[src/hdl/tea_chained_block_cipher_top_macros.svh]
// assertion macros shared by the cipher block
`ifndef TEA_CHAINED_BLOCK_CIPHER_TOP_MACROS_SVH
`define TEA_CHAINED_BLOCK_CIPHER_TOP_MACROS_SVH

`ifndef SYNTH
// plain property check on the rising clock edge, held off during reset
`define TCBC_ASSERT(label, clk, rst, prop) \
   label: assert property (@(posedge clk) disable iff (rst) (prop)) \
      else $error("tcbc check failed");
// condition in one cycle implies a result in the next
`define TCBC_ASSERT_NEXT(label, clk, rst, pre, post) \
   label: assert property (@(posedge clk) disable iff (rst) (pre) |=> (post)) \
      else $error("tcbc next-cycle check failed");
`else
`define TCBC_ASSERT(label, clk, rst, prop)
`define TCBC_ASSERT_NEXT(label, clk, rst, pre, post)
`endif

`endif

[src/hdl/tcbc_pkg.sv]
package tcbc_pkg;

   // round constant of the cipher
   localparam logic [31:0] TCBC_DELTA = 32'h9e3779b9;

   localparam int BLOCK_WIDTH     = 64;
   localparam int WORD_WIDTH      = 32;
   localparam int CSR_INDEX_WIDTH = 3;

   // register indexes of the configuration port
   localparam logic [CSR_INDEX_WIDTH-1:0] REG_KEY_A       = 3'd0;
   localparam logic [CSR_INDEX_WIDTH-1:0] REG_KEY_B       = 3'd1;
   localparam logic [CSR_INDEX_WIDTH-1:0] REG_KEY_C       = 3'd2;
   localparam logic [CSR_INDEX_WIDTH-1:0] REG_KEY_D       = 3'd3;
   localparam logic [CSR_INDEX_WIDTH-1:0] REG_DECRYPT_MODE = 3'd4;

   // the four key words as one bundle
   typedef struct packed {
      logic [WORD_WIDTH-1:0] a;
      logic [WORD_WIDTH-1:0] b;
      logic [WORD_WIDTH-1:0] c;
      logic [WORD_WIDTH-1:0] d;
   } key_type;

   // half-round mixing function
   function automatic logic [WORD_WIDTH-1:0] tcbc_mix(
      input logic [WORD_WIDTH-1:0] v,
      input logic [WORD_WIDTH-1:0] sum,
      input logic [WORD_WIDTH-1:0] ka,
      input logic [WORD_WIDTH-1:0] kb
   );
      tcbc_mix = (v + sum) ^ ((v << 4) + ka) ^ ((v >> 5) + kb);
   endfunction

endpackage

[src/hdl/tcbc_round_cell.sv]
module tcbc_round_cell #(
   parameter logic [31:0] SUM_ENC = 32'h9e3779b9,
   parameter logic [31:0] SUM_DEC = 32'h9e3779b9
) (
   input  logic              clock,
   input  logic              reset,
   input  logic              advance,
   input  tcbc_pkg::key_type key,
   input  logic              decrypt,
   input  logic              in_valid,
   input  logic [63:0]       in_data,
   output logic              out_valid,
   output logic [63:0]       out_data
);
   import tcbc_pkg::*;

   logic                  valid_ff;
   logic [63:0]           data_ff;
   logic [63:0]           data_in;
   logic [WORD_WIDTH-1:0] v0, v1;
   logic [WORD_WIDTH-1:0] e0, e1;
   logic [WORD_WIDTH-1:0] d0, d1;

   // one full round, both directions
   always_comb begin
      v0 = in_data[63:32];
      v1 = in_data[31:0];
      e0 = v0 + tcbc_mix(v1, SUM_ENC, key.a, key.b);
      e1 = v1 + tcbc_mix(e0, SUM_ENC, key.c, key.d);
      d1 = v1 - tcbc_mix(v0, SUM_DEC, key.c, key.d);
      d0 = v0 - tcbc_mix(d1, SUM_DEC, key.a, key.b);
      data_in = decrypt ? {d0, d1} : {e0, e1};
   end

   // hand the block on to the next cell
   always_ff @(posedge clock) begin
      if (reset) begin
         valid_ff <= 1'b0;
      end else if (advance) begin
         valid_ff <= in_valid;
      end
      if (advance) begin
         data_ff <= data_in;
      end
   end

   assign out_valid = valid_ff;
   assign out_data  = data_ff;

endmodule

[config.mk]
export PLATFORM = sky130hd
export DESIGN_NAME = tcbc_round_cell
export DESIGN_NICKNAME = d
export VERILOG_FILES = /design/src/hdl/tea_chained_block_cipher_top_macros.svh /design/src/hdl/tcbc_pkg.sv /design/src/hdl/tcbc_round_cell.sv
export SDC_FILE = /design/constraint.sdc
export NUM_CORES = 1
export LEC_CHECK = 0
export BUFFER_PORTS_ARGS = -buffer_cell sky130_fd_sc_hd__buf_2
export CORE_MARGIN = 2
export CORE_UTILIZATION = 25
export DETAILED_ROUTE_END_ITERATION = 10
export GPL_ROUTABILITY_DRIVEN = 0
export MAX_ROUTING_LAYER = met4
export PLACE_DENSITY = 0.52
export SLEW_MARGIN = 20
export SYNTH_ARGS = -nofsm -noshare
export SYNTH_HDL_FRONTEND = slang
export SYNTH_SLANG_ARGS = --single-unit
[constraint.sdc]
create_clock -name clock -period 11.1 [get_ports clock]
set_clock_uncertainty 0.1 [all_clocks]
set_input_delay 0.555 -clock clock [delete_from_list [all_inputs] [get_ports clock]]
set_output_delay 0.555 -clock clock [all_outputs]
set_load 0.1 [all_outputs]
# After elaboration in Yosys (flattened, before gate mapping)
# Index checks and enable logic that the tools add are counted.
classes:
  addsub: 16
  muxes: 1
  bitwise: 8
ops:
  columns: ["operator", "count"]
  rows:
  - ["XOR 32 bit", 8]
  - ["adder 32 bit", 6]
  - ["adder 27 x 32 -> 32 bit", 4]
  - ["adder 32 bit (second input constant)", 4]
  - ["2-to-1 mux 64 bit", 1]
  - ["subtractor 32 bit", 2]
totals:
  ff_bits: 65
  in_bits: 197
  output_inout_bits: 65
  elab_cells: 27

# Depth between registers and ports, before layout
logic_depth:
  word_depth: 9
  mapped_depth: 47

# Least setup slack after synthesis
# Ideal clock, no wire load.
synth_timing:
  path_kind: "input port to flip-flop"
  start: "input port key[36] in the netlist's numbering"
  end: "register data_ff[63], in the netlist out_data[63] (data pin)"
  setup_time_ns: 0.146
  arrival_time_ns: 8.488
  t_required_ns: 10.854
  slack_ns: 2.367
  cell_stages: 38
  n_path_buf: 0
  cell_sequence: "ha_1 > fa_1 > a21o_1 > a21o_1 > a21o_1 > a21o_1 > a21oi_1 > o21ai_1 > o41ai_1 > o21ai_0 > a21oi_1 > xnor2_1 > ha_1 > nand2_1 > o21ai_0 > nor3_1 > and3_1 > o31ai_1 > (+2 left out) > ha_1 > nand2_1 > nor2_1 > and3_1 > o21a_1 > a311oi_1 > o21ai_0 > xnor2_1 > xnor2_1 > xnor2_1 > ha_1 > and3_1 > a221o_1 > a211oi_1 > a21oi_1 > xnor2_1 > xnor3_1 > a21oi_1"
synth_between:
  elab_chain_cells: 9
  elab_cells_between_ends: 11
synth_lines:
  columns: ["item", "line_no", "text"]
  rows:
  - ["from (decl)", "tcbc_round_cell.sv:8", "input tcbc_pkg::key_type key,"]
  - ["adder 32 bit *", "tcbc_pkg.sv:32", "tcbc_mix = (v + sum) ^ ((v << 4) + ka) ^ ((v >> 5) + kb);"]
  - ["XOR 32 bit * (2 in a row)", "tcbc_pkg.sv:32", null]
  - ["subtractor 32 bit *", "tcbc_round_cell.sv:30", "d1 = v1 - tcbc_mix(v0, SUM_DEC, key.c, key.d);"]
  - ["adder 32 bit", "tcbc_pkg.sv:32", null]
  - ["XOR 32 bit", "tcbc_pkg.sv:32", null]
  - ["XOR 32 bit *", "tcbc_pkg.sv:32", null]
  - ["subtractor 32 bit *", "tcbc_round_cell.sv:31", "d0 = v0 - tcbc_mix(d1, SUM_DEC, key.a, key.b);"]
  - ["2-to-1 mux 64 bit *", "tcbc_round_cell.sv:32", "data_in = decrypt ? {d0, d1} : {e0, e1};"]
  - ["via data_in[63]", "tcbc_round_cell.sv:19", "logic [63:0] data_in;"]
  - ["to (signal assigned)", "tcbc_round_cell.sv:43", "data_ff <= data_in;"]
  - ["to (decl)", "tcbc_round_cell.sv:18", "logic [63:0] data_ff;"]
# Mark *: on every way through the listed nets, which the timed path passes. The rest lies on a longest branch.
# A chain may end at the register's enable or synchronous reset.

# Worst setup path in the final report
layout_timing:
  start: "input port in_data[37]"
  end: "register data_ff[63], in the netlist out_data[63] (data pin)"
layout_between:
  elab_chain_cells: 9
  elab_cells_between_ends: 14
layout_lines:
  columns: ["item", "line_no", "text"]
  rows:
  - ["from (decl)", "tcbc_round_cell.sv:11", "input logic [63:0] in_data,"]
  - ["adder 32 bit", "tcbc_pkg.sv:32", null]
  - ["XOR 32 bit (2 in a row)", "tcbc_pkg.sv:32", null]
  - ["subtractor 32 bit", "tcbc_round_cell.sv:30", null]
  - ["adder 32 bit", "tcbc_pkg.sv:32", null]
  - ["XOR 32 bit (2 in a row)", "tcbc_pkg.sv:32", null]
  - ["subtractor 32 bit", "tcbc_round_cell.sv:31", null]
  - ["2-to-1 mux 64 bit *", "tcbc_round_cell.sv:32", null]
  - ["via data_in[63]", "tcbc_round_cell.sv:19", null]
# Marks and branches as above.

==> flow_metrics.py <==
metrics = {
    "finish": {
        "syn_to_final_growth_pct": 14.5,
        "final_common_cell": "xnor2_1",
        "fin_nets": 3881,
        "fillerInstances": 10400,
        "drive_gt1_share_pct": 11.3,
        "final_cell_mix": "xnor2_1 (562), ha_1 (361), a21oi_1 (312)",
    },
    "grt": {
        "track_usage_pct": 20.2,
        "grt_overflow": 0,
        "grt_pass1_wl_mm": 145,
        "grt_max_degree": 83,
        "grt_pass1_vias": 23600,
        "grt_antenna_before_repair": 35,
    },
    "cts": {
        "cts_buffers": 9,
        "cts_root_buffer": "clkbuf_16",
        "tritoncts": "yes",
        "cts_buffer_depth": 2,
        "cts_resized": 0,
        "post_cts_buffers": 0,
        "cts_hold_buffers": 0,
        "cts.sinks": 65,
        "htree_levels": 3,
        "cts.clk_slew.worst_paths_ns": 0.07,
        "clk_latency_ns": 0.37,
    },
    "setup_path": {
        "critPathCaptureType": "register",
        "crit_type": "in -> reg",
        "slowest_delay_ns": 0.45,
        "timing.critical_path.buf_inv": 6,
        "cp_top_family": "compound AO/OA/AOI/OAI gates",
        "crit_path_max_fanout": 7,
        "arrival_ns": 10.36,
        "required_ns": 11.22,
        "worst_path_max_delay_cell": "a2111o_1",
        "startpoint_type": "input port",
    },
    "timing": {
        "tightest_slew_ns": 1.02,
        "relSlewSlack_pct": 31.8,
        "period_needed_ns": 10.25,
        "rsz0062_at_grt": "no",
        "hold_viol": 0,
        "tns_ns": 0,
        "final-max-slew-violation-count": 0,
        "final-setup-viol-count": 0,
        "worst_hold_slack_ns": 0.227,
        "fin_crit_sh_pct": 92.3,
        "max_freq_mhz": 97.6,
    },
    "detailed_routing": {
        "drtIter0Drc": 1617,
        "drc": 0,
        "wirelength_mm": 98.9,
        "vias_per_cell": 5.19,
        "wl_per_cell_um": 21.4,
        "vias": 24000,
        "drtAntennaViolNets": 0,
        "dr.pass1.iters": 5,
    },
    "floorplan": {
        "die_area_um2": 97700,
        "pin_count": 262,
        "die_y_um": 313,
        "core_area_um2": 94700,
        "rows": 113,
        "die_x_um": 313,
        "start_util_pct": 25.1,
    },
    "yosys": {
        "async_reset_ff_share_pct": 0,
        "synth-edff-count": 64,
        "netlist_area_um2": 23800,
        "synth.avg_cell_area_um2": 7.84,
        "ys_ff_latch": 65,
        "synth_fp_nets": 3604,
        "ys_seq_area_share_pct": 8.16,
        "synth.distinct_cells": 98,
        "synth_area_leaders": "xnor2_1 (21%), ha_1 (19%), edfxtp_1 (8.1%)",
        "yosysTopAreaCell": "xnor2_1",
        "ys_warn_count": 0,
        "netlist_instances": 3034,
        "yosysTopAreaCellShare_pct": 20.7,
        "ys.flop_type": "edfxtp_1",
    },
    "placement": {
        "dp.final_hpwl_mm": 84.5,
        "port_buffers": 261,
    },
    "flow_run": {
        "maxCapViolations": 0,
    },
    "worst_hold_path": {
        "min_path_type": "in -> reg",
    },
    "status": {
        "status": "finished, final reports clean",
    },
}
cell families after synthesis:
group                    after synthesis  share of synthesized area, %
AO/OA/AOI/OAI                        969                          26.5
XOR/XNOR                             694                          26.1
adder cells (fa/ha/maj)              373                          20.0
buffers and inverters                160                          2.61
flip-flops                            65                          8.16
multiplexers                          24                          1.10
AND/OR/NAND/NOR                      749                          15.6
Yosys cell counts, drive strengths merged, types with 41 or more instances:
master and count:
a21oi 314, o21ai 191, xnor2 563, nor3 78, nand2b 50, a21o 154
inv 126, edfxtp 64, xor2 122, ha 361, nand2 191, nand3 66
nor2 158, nor2b 45, o21bai 41
layout make-up:
| type | instances | area, um2 | share of cell area, % |
|---|---|---|---|
| multi-input combinational | 2809 | 21200 | 78.0 |
| sequential | 65 | 1940 | 7.13 |
| timing repair buffer | 300 | 1600 | 5.89 |
| tap | 1265 | 1580 | 5.81 |
| inverter | 126 | 473 | 1.74 |
| clock buffer | 10 | 229 | 0.841 |
| clock inverter | 6 | 92.6 | 0.340 |
| antenna | 32 | 80.1 | 0.294 |
routing by layer:
layer / GRT usage [%] / up-vias / routed length [um]
li1: - / 11700 / -
met1: 24.8 / 11400 / 43400
met2: 34.4 / 690 / 48000
met3: 2.32 / 128 / 4700
met4: 6.42 / 0 / 2750
met5: - / - / 0
registers in the layout (all words and copies together), names as in the netlist:
register   cells
out_data      64
out_valid      1
worst register-to-register path, cell delays in order (launching register included):
cell and delay [ns]:
dfxtp_1 0.31, mux2i_1 0.12, nor2_1 0.06
path summary, 6_finish.rpt:
path	start	endpoint	slack, ns	cells past startpoint
hold reg to reg	out_valid$_SDFFE_PP0P_	out_valid$_SDFFE_PP0P_	0.41	2
setup / recovery	in_data[37]	out_data[63]$_DFFE_PP_	0.85	44
hold / removal	reset	out_valid$_SDFFE_PP0P_	0.23	2
setup reg to reg	out_valid$_SDFFE_PP0P_	out_valid$_SDFFE_PP0P_	10.41	2
through the flow:
| stage | setup slack, ns | instances | util (%) | area, um2 |
|---|---|---|---|---|
| 2_1_floorplan | 2.37 | 3034 | - | 23800 |
| 3_3_place_gp | 0.813 | 4565 | 28.3 | 26800 |
| 3_5_place_dp | 0.680 | 4565 | 28.3 | 26800 |
| 4_1_cts | 1.04 | 4581 | 28.7 | 27200 |
| 5_1_grt | 0.332 | 4611 | 28.7 | 27200 |
| 6_report | 0.855 | 4613 | 28.7 | 27200 |
Power is left out: the tool's default activity adds up to more than one toggle a clock period on the data nets, which glitch-free logic cannot reach.
